==> src/rtl/nafs_pkg.sv <==
package nafs_pkg;

  // Fixed nesting and quote bytes.
  localparam logic [7:0] BRACE_OPEN_CHAR   = 8'd123;
  localparam logic [7:0] BRACE_CLOSE_CHAR  = 8'd125;
  localparam logic [7:0] SINGLE_QUOTE_CHAR = 8'd39;
  localparam logic [7:0] DOUBLE_QUOTE_CHAR = 8'd34;

  // Configuration register indexes.
  localparam int CFG_INDEX_BITS = 2;
  typedef enum logic [CFG_INDEX_BITS-1:0] {
    CFG_DELIMITER  = 2'd0,
    CFG_LIST_OPEN  = 2'd1,
    CFG_LIST_CLOSE = 2'd2
  } cfg_index_t;

  localparam logic [7:0] DELIMITER_RESET  = 8'd44;
  localparam logic [7:0] LIST_OPEN_RESET  = 8'd91;
  localparam logic [7:0] LIST_CLOSE_RESET = 8'd93;

  // One result as it is held in the output queue.
  typedef struct packed {
    logic [31:0] field_offset;
    logic [31:0] field_length;
    logic        final_field;
  } field_result_t;

endpackage

==> src/rtl/nafs_in_if.sv <==
interface nafs_in_if;
  logic       valid;
  logic       ready;
  logic [7:0] byte_value;
  logic       first_of_span;
  logic       last_of_span;

  modport source (output valid, output byte_value, output first_of_span,
                  output last_of_span, input ready);
  modport sink (input valid, input byte_value, input first_of_span,
                input last_of_span, output ready);
endinterface

==> src/rtl/nafs_out_if.sv <==
interface nafs_out_if;
  logic        valid;
  logic        ready;
  logic [31:0] field_offset;
  logic [31:0] field_length;
  logic        final_field;

  modport source (output valid, output field_offset, output field_length,
                  output final_field, input ready);
  modport sink (input valid, input field_offset, input field_length,
                input final_field, output ready);
endinterface

==> src/rtl/nesting_aware_field_splitter.sv <==
// A result enters the registered queue when its byte is transferred and leaves it in order.
// One byte per cycle while the queue has room; a byte that yields two fields pushes two entries.
// The four-entry result queue sets the rate: a byte is taken while two entries are free.
// Reset (rst, synchronous, active high) zeroes position, field start, depths, quote
// toggles and the queue pointers and count, and loads the delimiter and list bracket
// registers with their default bytes (comma, open and close square bracket).
module nesting_aware_field_splitter #(
  parameter int DEPTH_BITS    = 8,
  parameter int POSITION_BITS = 32
) (
  input  logic                           clk,
  input  logic                           rst,
  input  logic                           cfg_write,
  input  logic [nafs_pkg::CFG_INDEX_BITS-1:0] cfg_index,
  input  logic [7:0]                     cfg_data,
  nafs_in_if.sink                        in_item,
  nafs_out_if.source                     out_item
);
  import nafs_pkg::*;

  // Wide enough to hold a position and to cut it to the 32-bit result fields.
  localparam int EXT_BITS   = (POSITION_BITS > 32) ? POSITION_BITS : 32;
  localparam int QUEUE_SIZE = 4;
  localparam int PTR_BITS   = 2;

  // Configuration registers.
  logic [7:0] delimiter_char;
  logic [7:0] list_open_char;
  logic [7:0] list_close_char;

  // Scanner state.
  logic [POSITION_BITS-1:0] stream_position;
  logic [POSITION_BITS-1:0] field_start;
  logic [DEPTH_BITS-1:0]    bracket_depth;
  logic [DEPTH_BITS-1:0]    brace_depth;
  logic                     in_double_quote;
  logic                     in_single_quote;

  // Result queue.
  field_result_t       queue [QUEUE_SIZE];
  logic [PTR_BITS-1:0] wr_ptr;
  logic [PTR_BITS-1:0] rd_ptr;
  logic [PTR_BITS:0]   count;

  logic accept;
  logic pop;

  // Per-byte update signals.
  logic [POSITION_BITS-1:0] start_base;
  logic [POSITION_BITS-1:0] start_after;
  logic [POSITION_BITS-1:0] pos_plus_one;
  logic [DEPTH_BITS-1:0]    bracket_base;
  logic [DEPTH_BITS-1:0]    brace_base;
  logic                     dquote_base;
  logic                     squote_base;
  logic [DEPTH_BITS-1:0]    bracket_depth_next;
  logic [DEPTH_BITS-1:0]    brace_depth_next;
  logic                     in_double_quote_next;
  logic                     in_single_quote_next;
  logic                     delim_hit;
  logic [EXT_BITS-1:0]      delim_offset_ext;
  logic [EXT_BITS-1:0]      delim_length_ext;
  logic [EXT_BITS-1:0]      last_offset_ext;
  logic [EXT_BITS-1:0]      last_length_ext;
  field_result_t            delim_result;
  field_result_t            last_result;
  field_result_t            first_push;
  logic [1:0]               push_count;

  // A byte is taken only when the queue can absorb both results it may cause.
  // The count is a registered value, so ready does not depend on out_item.ready.
  assign in_item.ready = (count <= (PTR_BITS+1)'(QUEUE_SIZE - 2));
  assign accept        = in_item.valid && in_item.ready;
  assign pop           = out_item.valid && out_item.ready;

  always_ff @(posedge clk) begin
    if (rst) begin
      delimiter_char  <= DELIMITER_RESET;
      list_open_char  <= LIST_OPEN_RESET;
      list_close_char <= LIST_CLOSE_RESET;
    end else if (cfg_write) begin
      unique case (cfg_index)
        CFG_DELIMITER:  delimiter_char  <= cfg_data;
        CFG_LIST_OPEN:  list_open_char  <= cfg_data;
        CFG_LIST_CLOSE: list_close_char <= cfg_data;
        default: ;
      endcase
    end
  end

  // The first byte of a span clears nesting and quotes and opens a field at its position.
  always_comb begin
    start_base   = in_item.first_of_span ? stream_position : field_start;
    bracket_base = in_item.first_of_span ? '0 : bracket_depth;
    brace_base   = in_item.first_of_span ? '0 : brace_depth;
    dquote_base  = in_item.first_of_span ? 1'b0 : in_double_quote;
    squote_base  = in_item.first_of_span ? 1'b0 : in_single_quote;
    pos_plus_one = stream_position + POSITION_BITS'(1);

    bracket_depth_next   = bracket_base;
    brace_depth_next     = brace_base;
    in_double_quote_next = dquote_base;
    in_single_quote_next = squote_base;
    delim_hit            = 1'b0;

    // Nesting and quote bytes win over the delimiter, in this fixed order.
    if (in_item.byte_value == list_open_char) begin
      bracket_depth_next = bracket_base + DEPTH_BITS'(1);
    end else if (in_item.byte_value == list_close_char) begin
      bracket_depth_next = bracket_base - DEPTH_BITS'(1);
    end else if (in_item.byte_value == BRACE_OPEN_CHAR) begin
      brace_depth_next = brace_base + DEPTH_BITS'(1);
    end else if (in_item.byte_value == BRACE_CLOSE_CHAR) begin
      brace_depth_next = brace_base - DEPTH_BITS'(1);
    end else if (in_item.byte_value == SINGLE_QUOTE_CHAR) begin
      in_single_quote_next = ~squote_base;
    end else if (in_item.byte_value == DOUBLE_QUOTE_CHAR) begin
      in_double_quote_next = ~dquote_base;
    end else begin
      delim_hit = (bracket_base == '0) && (brace_base == '0) && !dquote_base &&
                  !squote_base && (in_item.byte_value == delimiter_char);
    end

    start_after = delim_hit ? pos_plus_one : start_base;

    // Lengths wrap at the position width, then everything is cut to 32 bits.
    delim_offset_ext = EXT_BITS'(start_base);
    delim_length_ext = EXT_BITS'(POSITION_BITS'(stream_position - start_base));
    last_offset_ext  = EXT_BITS'(start_after);
    last_length_ext  = EXT_BITS'(POSITION_BITS'(pos_plus_one - start_after));

    delim_result.field_offset = delim_offset_ext[31:0];
    delim_result.field_length = delim_length_ext[31:0];
    delim_result.final_field  = 1'b0;
    last_result.field_offset  = last_offset_ext[31:0];
    last_result.field_length  = last_length_ext[31:0];
    last_result.final_field   = 1'b1;

    // The delimiter field, when there is one, goes ahead of the closing field.
    first_push = delim_hit ? delim_result : last_result;
    push_count = accept ? (2'(delim_hit) + 2'(in_item.last_of_span)) : 2'd0;
  end

  always_ff @(posedge clk) begin
    if (rst) begin
      stream_position <= '0;
      field_start     <= '0;
      bracket_depth   <= '0;
      brace_depth     <= '0;
      in_double_quote <= 1'b0;
      in_single_quote <= 1'b0;
    end else if (accept) begin
      stream_position <= pos_plus_one;
      field_start     <= start_after;
      bracket_depth   <= bracket_depth_next;
      brace_depth     <= brace_depth_next;
      in_double_quote <= in_double_quote_next;
      in_single_quote <= in_single_quote_next;
    end
  end

  // Queue entries carry no reset; the count says which are live.
  always_ff @(posedge clk) begin
    if (push_count != 2'd0) begin
      queue[wr_ptr] <= first_push;
    end
    if (push_count == 2'd2) begin
      queue[wr_ptr + PTR_BITS'(1)] <= last_result;
    end
  end

  always_ff @(posedge clk) begin
    if (rst) begin
      wr_ptr <= '0;
      rd_ptr <= '0;
      count  <= '0;
    end else begin
      wr_ptr <= wr_ptr + PTR_BITS'(push_count);
      if (pop) begin
        rd_ptr <= rd_ptr + PTR_BITS'(1);
      end
      count <= count + (PTR_BITS+1)'(push_count) - (PTR_BITS+1)'(pop);
    end
  end

  assign out_item.valid        = (count != '0);
  assign out_item.field_offset = queue[rd_ptr].field_offset;
  assign out_item.field_length = queue[rd_ptr].field_length;
  assign out_item.final_field  = queue[rd_ptr].final_field;

endmodule
==> src/flat_wrapper.sv <==
// flat-port wrapper written by rule: the top's interface ports become plain ports
module nesting_aware_field_splitter_flat import nafs_pkg::*;
#(
  parameter int DEPTH_BITS    = 8,
  parameter int POSITION_BITS = 32
)
  (clk, rst, cfg_write, cfg_index, cfg_data, in_item_valid, in_item_byte_value, in_item_first_of_span, in_item_last_of_span, in_item_ready, out_item_valid, out_item_field_offset, out_item_field_length, out_item_final_field, out_item_ready);
  nafs_in_if in_item_i ();
  nafs_out_if out_item_i ();
  input  logic clk;
  input  logic rst;
  input  logic cfg_write;
  input  logic [nafs_pkg::CFG_INDEX_BITS-1:0] cfg_index;
  input  logic [7:0] cfg_data;
  input wire logic [$bits(in_item_i.valid)-1:0] in_item_valid;
  input wire logic [$bits(in_item_i.byte_value)-1:0] in_item_byte_value;
  input wire logic [$bits(in_item_i.first_of_span)-1:0] in_item_first_of_span;
  input wire logic [$bits(in_item_i.last_of_span)-1:0] in_item_last_of_span;
  output wire logic [$bits(in_item_i.ready)-1:0] in_item_ready;
  output wire logic [$bits(out_item_i.valid)-1:0] out_item_valid;
  output wire logic [$bits(out_item_i.field_offset)-1:0] out_item_field_offset;
  output wire logic [$bits(out_item_i.field_length)-1:0] out_item_field_length;
  output wire logic [$bits(out_item_i.final_field)-1:0] out_item_final_field;
  input wire logic [$bits(out_item_i.ready)-1:0] out_item_ready;
  assign in_item_i.valid = in_item_valid;
  assign in_item_i.byte_value = in_item_byte_value;
  assign in_item_i.first_of_span = in_item_first_of_span;
  assign in_item_i.last_of_span = in_item_last_of_span;
  assign in_item_ready = in_item_i.ready;
  assign out_item_valid = out_item_i.valid;
  assign out_item_field_offset = out_item_i.field_offset;
  assign out_item_field_length = out_item_i.field_length;
  assign out_item_final_field = out_item_i.final_field;
  assign out_item_i.ready = out_item_ready;
  nesting_aware_field_splitter #(.DEPTH_BITS(DEPTH_BITS), .POSITION_BITS(POSITION_BITS)) u_core (.clk(clk), .rst(rst), .cfg_write(cfg_write), .cfg_index(cfg_index), .cfg_data(cfg_data), .in_item(in_item_i), .out_item(out_item_i));
endmodule
==> config.mk <==
export PLATFORM = sky130hd
export DESIGN_NAME = nesting_aware_field_splitter_flat
export DESIGN_NICKNAME = d
export VERILOG_FILES = /design/src/rtl/nafs_pkg.sv /design/src/rtl/nafs_in_if.sv /design/src/rtl/nafs_out_if.sv /design/src/rtl/nesting_aware_field_splitter.sv /design/src/flat_wrapper.sv
export SDC_FILE = /design/constraint.sdc
export NUM_CORES = 1
export LEC_CHECK = 0
export CELL_PAD_IN_SITES_DETAIL_PLACEMENT = 1
export CELL_PAD_IN_SITES_GLOBAL_PLACEMENT = 2
export CORE_AREA = 2 2 237 239
export CTS_CLUSTER_SIZE = 30
export DETAILED_ROUTE_END_ITERATION = 12
export DIE_AREA = 0 0 239 241
export DONT_BUFFER_PORTS = 1
export GPL_TIMING_DRIVEN = 0
export PLACE_DENSITY_LB_ADDON = 0.1
export SYNTH_ARGS = -nofsm -noshare
export SYNTH_HDL_FRONTEND = slang
export SYNTH_SLANG_ARGS = --single-unit
==> constraint.sdc <==
create_clock -name clk -period 6.4 [get_ports clk]
set_input_delay 0.96 -clock clk [delete_from_list [all_inputs] [get_ports clk]]
set_output_delay 0.96 -clock clk [all_outputs]
set_load 0.01 [all_outputs]
==> results of run 1 <==
cells in the final DEF, fill, tap and decap left out, types with 37 or more instances in the layout:
| cell | n |
|---|---|
| a21o_1 | 40 |
| a21oi_1 | 122 |
| clkbuf_1 | 115 |
| clkbuf_16 | 43 |
| dfxtp_1 | 119 |
| edfxtp_1 | 256 |
| ha_1 | 73 |
| inv_1 | 39 |
| mux2i_1 | 37 |
| mux4_2 | 65 |
| nand2_1 | 178 |
| nor2_1 | 189 |
| o21ai_0 | 70 |
| o22ai_1 | 247 |
| xnor2_1 | 95 |
| xor2_1 | 56 |
report_power, final:
group / total (mW) / switching (mW) / leakage [nW] / internal, mW
clock: 2.41 / 1.03 / 0.651 / 1.38
combinational: 1.96 / 1.27 / 4.45 / 0.684
sequential: 2.74 / 0.0552 / 3.33 / 2.69
total: 7.11 / 2.36 / 8.43 / 4.75
cell families after synthesis:
logic type,count (synthesis)
buffers and inverters,176
AOI/OAI and AO/OA,609
xor gates and xnor gates,155
DFF,375
and+or+nand+nor,548
adders and majority gates,76
muxes,104
state kept, by name, summed over array words and instances, names as in the netlist, named ones only:
name,count
u_core.list_open_char,8
u_core.field_start,32
u_core.stream_position,32
u_core.list_close_char,8
u_core.in_single_quote,1
u_core.in_double_quote,1
u_core.queue,260
u_core.delimiter_char,8
u_core.bracket_depth,8
u_core.rd_ptr,2
u_core.brace_depth,8
u_core.wr_ptr,2
u_core.count,3
per-stage QoR:
stage	power, mW	setup TNS [ns]	hold WS [ns]
after detailed placement	4.732	-798.84	0.4533
after floorplan	4.112	0	0.4354
after CTS	7.148	0	0.4666
after global placement	4.690	-1437.41	0.4464
final	7.112	0	0.4608
after global routing	7.389	-0.007112	0.4834
path summary, 6_finish.rpt:
check	endpoint	slack, ns	cells after the start
setup reg to reg	u_core.queue[1][28]	0.56	19
setup / recovery	u_core.queue[3][20]	0.30	24
hold reg to reg	u_core.queue[0][0]	0.46	1
hold / removal	u_core.queue[0][0]	0.46	1
cell type report:
class	count	share of cell area, %
Timing Repair Buffer	4	0.4621
Clock inverter	21	0.8140
Tap cell	704	3.697
Clock buffer	58	4.795
Inverter	40	0.6302
Multi-Input combinational cell	1492	45.03
Buffer	135	2.311
Sequential cell	375	42.26
synth_stat cells (all sizes together) (3+ instances only):
cell     number  area share (%)
nand3        36            0.85
a21o         40             1.4
dfxtp       119              11
ha           73             4.3
nand3b       13            0.46
nor4          6            0.26
o211ai        5            0.18
a31oi        10            0.29
o21ai       107             2.6
inv          40            0.71
or3          17            0.50
o21a          9            0.32
mux2i        38             1.8
o22ai       248             7.3
nor2b        21            0.62
nand2       183             3.2
mux4         65             6.9
nand2b       10            0.29
a211o         4            0.16
and2          7            0.22
o2bb2ai       3            0.12
o21bai       16            0.56
xnor2        96             4.0
a32o          4            0.19
clkbuf      111             2.0
a21boi        6            0.21
a21oi       123             2.9
nor2        191             3.4
fa            3            0.28
a41oi         3            0.25
and3         15            0.44
buf          25            0.54
nor3         15            0.41
a211oi        5            0.20
or2           7            0.21
a22oi         6            0.21
nand4        19            0.56
xor2         59             2.4
edfxtp      256              36
routing by layer:
layer  up-vias  routed length (um)
li1       7844                   -
met1      8503               35210
met2       399               35350
met3        89                4584
met4         0                1663
met5         -                   0
timing repair:
action | CTS | global route
resized for setup | 37 | 26
setup endpoints to repair | 515 | 145
pin swaps | 0 | 0
hold buffers | 0 | 0
endpoints found under the hold margin | 0 | 0
==> metrics.yaml, run 1 <==
antenna_cells: 0
grt_pass1_wl_um: 113100
cp_cell_sequence: "buf_2 > buf_4 > nor2b_1 > inv_1 > ha_1 > nand4_1 > nor4_4 > and2_1 > nand2_2 > buf_2 > nand2_1 > o21ai_4 > ha_1 > a21o_1 > a31oi_1 > o221ai_1 > a21o_1 > a21o_1 > or2_1 > a31oi_2 > nor2_1 > a31oi_1 > xor2_2 > o22ai_1"
static-leakage-power_nw: 8.430
ys.flop_type: "edfxtp_1"
grt_usage_pct: 26.63
critPathLaunchType: "input pin"
ys_ff_latch: 375
setup_violations: 0
drive_above_1_share_pct: 9.882
netlist_area_um2: 21270
irDropWorstVdd_mv: 0.2197
area_growth_syn_to_layout_pct: 12.03
clk_pin_slew_worst_paths_ns: 0.06
num_rows: 86
synth_nets: 2144
slowest_delay_ns: 0.40
regArea_um2: 10070
gp_congestion: 0.8556
fp.dieH_um: 241
holdCritStartpoint: "u_core.queue[0][0]"
avgViaCountPerCell: 5.951
tightest_slew_ns: 1.366
synth_area_per_cell_um2: 10.41
synthCells: 2043
design_area_um2: 23830
grt_antenna_before_repair: 2
path_delay_family: "compound AO/OA/AOI/OAI gates"
rr_startpoint: "u_core.stream_position[0]"
synth_edf_count: 256
timing.final.ws_setup_ns: 0.2998
cts_setup_buffers: 0
synth_seq_area_share_pct: 47.35
worstSetupPathType: "in2reg"
preCtsSetupSlack_ns: -2.368
synth-xor-area-share_pct: 6.418
skew_ns: 0.02417
arrival_ns: 6.39
hold_viol: 0
fin_crit_sh_pct: 95.32
io_pins: 92
run_status: "finished clean"
first_pass_iters: 5
cts_tree: "done"
synthAdderAreaFrac_pct: 4.577
start_util_pct: 38.76
cts_sinks: 375
fill_cells: 6044
yosysUniqueCellTypes: 85
overflow: 0
cp_num_buf_inv: 4
io_buffers: 0
ys_warn_count: 0
dpl-instance-area_um2: 22290
maxCapViolCount: 0
fmax_mhz: 163.9
required_ns: 6.69
cp_slowest_cell: "nor4_4"
use_met3_pct: 4.243
dieArea_um2: 57600
crit_path_start: "in_item_first_of_span"
maxSlewViolCount: 0
multi_input_area_um2: 10730
num_vias: 16840
hold_class: "reg2reg"
synth_compound_area_share_pct: 17.87
synthSimpleGateAreaFrac_pct: 11.84
drt-total-wl_um: 76800
cpMostUsedCell: "a21o_1"
async_flop_share_pct: 0
cp-end-kind: "flop"
p_per_area_nw_per_um2: 298.5
drtAntennaViolNets: 0
cts_buffers: 43
die_x_um: 239
min_period_ns: 6.100
grt_use_met2_pct: 43.28
dp_hpwl_um: 56980
grt_pass1_vias: 17230
grt.met1_usage_pct: 37.27
synth.area.mux_share_pct: 8.742
worstSkewPairLatency_ns: 0.59
place_inst: 2751
final_nets: 2192
fin_util_pct: 43.42
core_area_um2: 54880
synth_top_family_by_area: "compound AO/OA/AOI/OAI gates"
grt_max_degree: 45
slew_headroom_pct: 8.909
layout.cells.non_filler: 2829
ctsLongestPathBuffers: 3
htree_levels: 2
busiest_layer: "met2"
wl_per_cell_um: 27.15
drt_iter0_markers: 1245
worstPathMaxFanout: 10
root_buffer: "clkbuf_16"
drc: 0
Note: power is estimated with default switching activity, not from simulation.
==> run 2: changes to the inputs <==
Settings changed: CORE_AREA 2 2 237 239 to 2 2 234 236, DIE_AREA 0 0 239 241 to 0 0 236 238.
Clock period 6.4 ns to 6.6 ns, I/O delays scaled along.
==> run 2 against run 1 <==
Global-route usage is 0.70 points higher. Die area is 2.5% lower. Via count is 1.4% higher. Non-clock buffer count is 3 lower. Register-to-register slack worse by 0.03 ns. Clock power is 7% lower. Clock skew is 0.0051 ns higher. Hold slack better by 0.0070 ns. Utilization is 0.93 points higher. Setup slack better by 0.037 ns.
==> metrics.yaml, run 2 (same netlist as run 1, synthesis figures left out) <==
layout_commonest_cell: "edfxtp_1"
worstPathMaxFanout: 10
ff2ff_setup_slack_ns: 0.53
holdCritStartpoint: "u_core.queue[0][0]"
grt_usage_pct: 27.34
drtAntennaViolNets: 0
avgViaCountPerCell: 6.054
gp_congestion: 0.8703
fin_crit_sh_pct: 94.89
io_pins: 92
final_cell_mix: "256 x edfxtp_1, 247 x o22ai_1, 189 x nor2_1"
largest_registers: "u_core.queue x260, u_core.field_start x32, u_core.stream_position x32"
worstSkewPairLatency_ns: 0.59
wl_per_cell_um: 27.39
maxCapViolCount: 0
num_vias: 17070
start_util_pct: 39.76
dp_hpwl_um: 57290
overflow: 0
die_x_um: 236
arrival_ns: 6.55
io_buffers: 0
clk_pin_slew_worst_paths_ns: 0.06
drt-total-wl_um: 77220
irDropWorstVdd_mv: 0.2004
layout.cells.non_filler: 2819
num_rows: 85
cts_sinks: 375
cts.hold.buffers_added: 0
static-leakage-power_nw: 8.387
cts_tree: "done"
holdPathEnd: "u_core.queue[0][0]"
tightest_slew_ns: 1.359
fmax_mhz: 159.7
min_period_ns: 6.263
area_growth_syn_to_layout_pct: 11.53
rr_startpoint: "u_core.stream_position[0]"
reg2regPathDepth: 18
drc: 0
critPathLaunchType: "input pin"
largest_reg_flops: 260
core_area_um2: 53500
top_register: "u_core.queue"
required_ns: 6.89
slew_headroom_pct: 9.409
cp-end-kind: "flop"
cp_cell_sequence: "buf_2 > buf_4 > nor2b_1 > inv_1 > ha_1 > nand4_1 > nor4_4 > and2_1 > nand2_1 > clkbuf_1 > o21ai_1 > inv_1 > fa_1 > a21oi_1 > o21ai_0 > o21a_1 > a31o_2 > nor4_1 > nor3_1 > xnor2_1 > o22ai_1"
dieArea_um2: 56170
setup_violations: 0
place_inst: 2743
ctsLongestPathBuffers: 3
first_pass_iters: 5
final_nets: 2189
cp_slowest_cell: "o21ai_1"
root_buffer: "clkbuf_16"
fp.dieH_um: 238
grt_max_degree: 47
htree_levels: 2
hold_class: "reg2reg"
skew_ns: 0.02927
p_per_area_nw_per_um2: 286.9
maxSlewViolCount: 0
antenna_cells: 0
grt_pass1_vias: 17460
slowest_delay_ns: 0.55
whs_path_depth: 1
rsz0062_at_grt: "no"
cpMostUsedCell: "inv_1"
worstSetupPathType: "in2reg"
design_power_total_mw: 6.805
tns_ns: 0
run_status: "finished clean"
cts_buffers: 43
grt_pass1_wl_um: 114600
drt_iter0_markers: 1144
hold_viol: 0
drive_above_1_share_pct: 9.326
r2r_end: "u_core.queue[2][28]"
grt_antenna_before_repair: 1
run 2: what timing repair did:
action                                  CTS  global route
pin swaps                                 0             1
buffers inserted                          0             0
endpoints found under the setup margin  484           148
endpoints found under the hold margin     0             0
cloned                                    0             0
resized for setup                        24            23
run 2: worst max path at each step:
stage | startpoint | end | cells past startpoint
floorplan | in_item_first_of_span | u_core.queue[1][10] | 17
global placement | in_item_first_of_span | u_core.queue[2][30] | 17
detailed placement | in_item_first_of_span | u_core.queue[0][21] | 23
CTS | in_item_first_of_span | u_core.queue[3][20] | 23
global route | in_item_first_of_span | u_core.queue[0][21] | 21
finish | in_item_first_of_span | u_core.queue[3][25] | 21
run 2: final cells by class:
cell class / instances / area, um2
Fill cell: 5914 / 29770
Sequential cell: 375 / 10070
Clock inverter: 22 / 143.9
Clock buffer: 58 / 1132
Timing Repair Buffer: 4 / 110.1
Multi-Input combinational cell: 1492 / 10710
Buffer: 132 / 533.0
Inverter: 40 / 150.1
Tap cell: 696 / 870.8
run 2: worst max-delay path: cells and delay by family:
kind | cells | cell delay (ns)
adders and majority gates | 2 | 0.72
xor gates and xnor gates | 1 | 0.39
buffers and inverters | 5 | 1.19
and+or+nand+nor | 7 | 1.56
AOI/OAI and AO/OA | 6 | 1.66
run 2: power breakdown:
group | internal (mW) | leakage, nW | switching (mW)
Sequential | 2.61 | 3.33 | 0.0502
Combinational | 0.662 | 4.43 | 1.24
Clock | 1.25 | 0.626 | 1.00
run 2: metal layers:
metal	global-route usage, %	up-vias	wire length [um]	part of all wire (%)
met1	37.73	8673	35160	46
met2	45.45	478	36260	47
met4	7.450	0	1743	2.3
met5	0	-	0	0
met3	3.390	94	4055	5.3
li1	-	7821	-	-
run 2: stage by stage:
step | util, % | hold WS [ns] | worst slack, ns | cell area (um2)
after floorplan | - | 0.4354 | 0.4209 | 21270
after global routing | 44.34 | 0.4862 | 0.01114 | 23720
after detailed placement | 41.65 | 0.4657 | -2.141 | 22280
final | 44.34 | 0.4678 | 0.3370 | 23720
after global placement | 41.38 | 0.4471 | -3.926 | 22140
after CTS | 44.18 | 0.4746 | 0.07435 | 23630
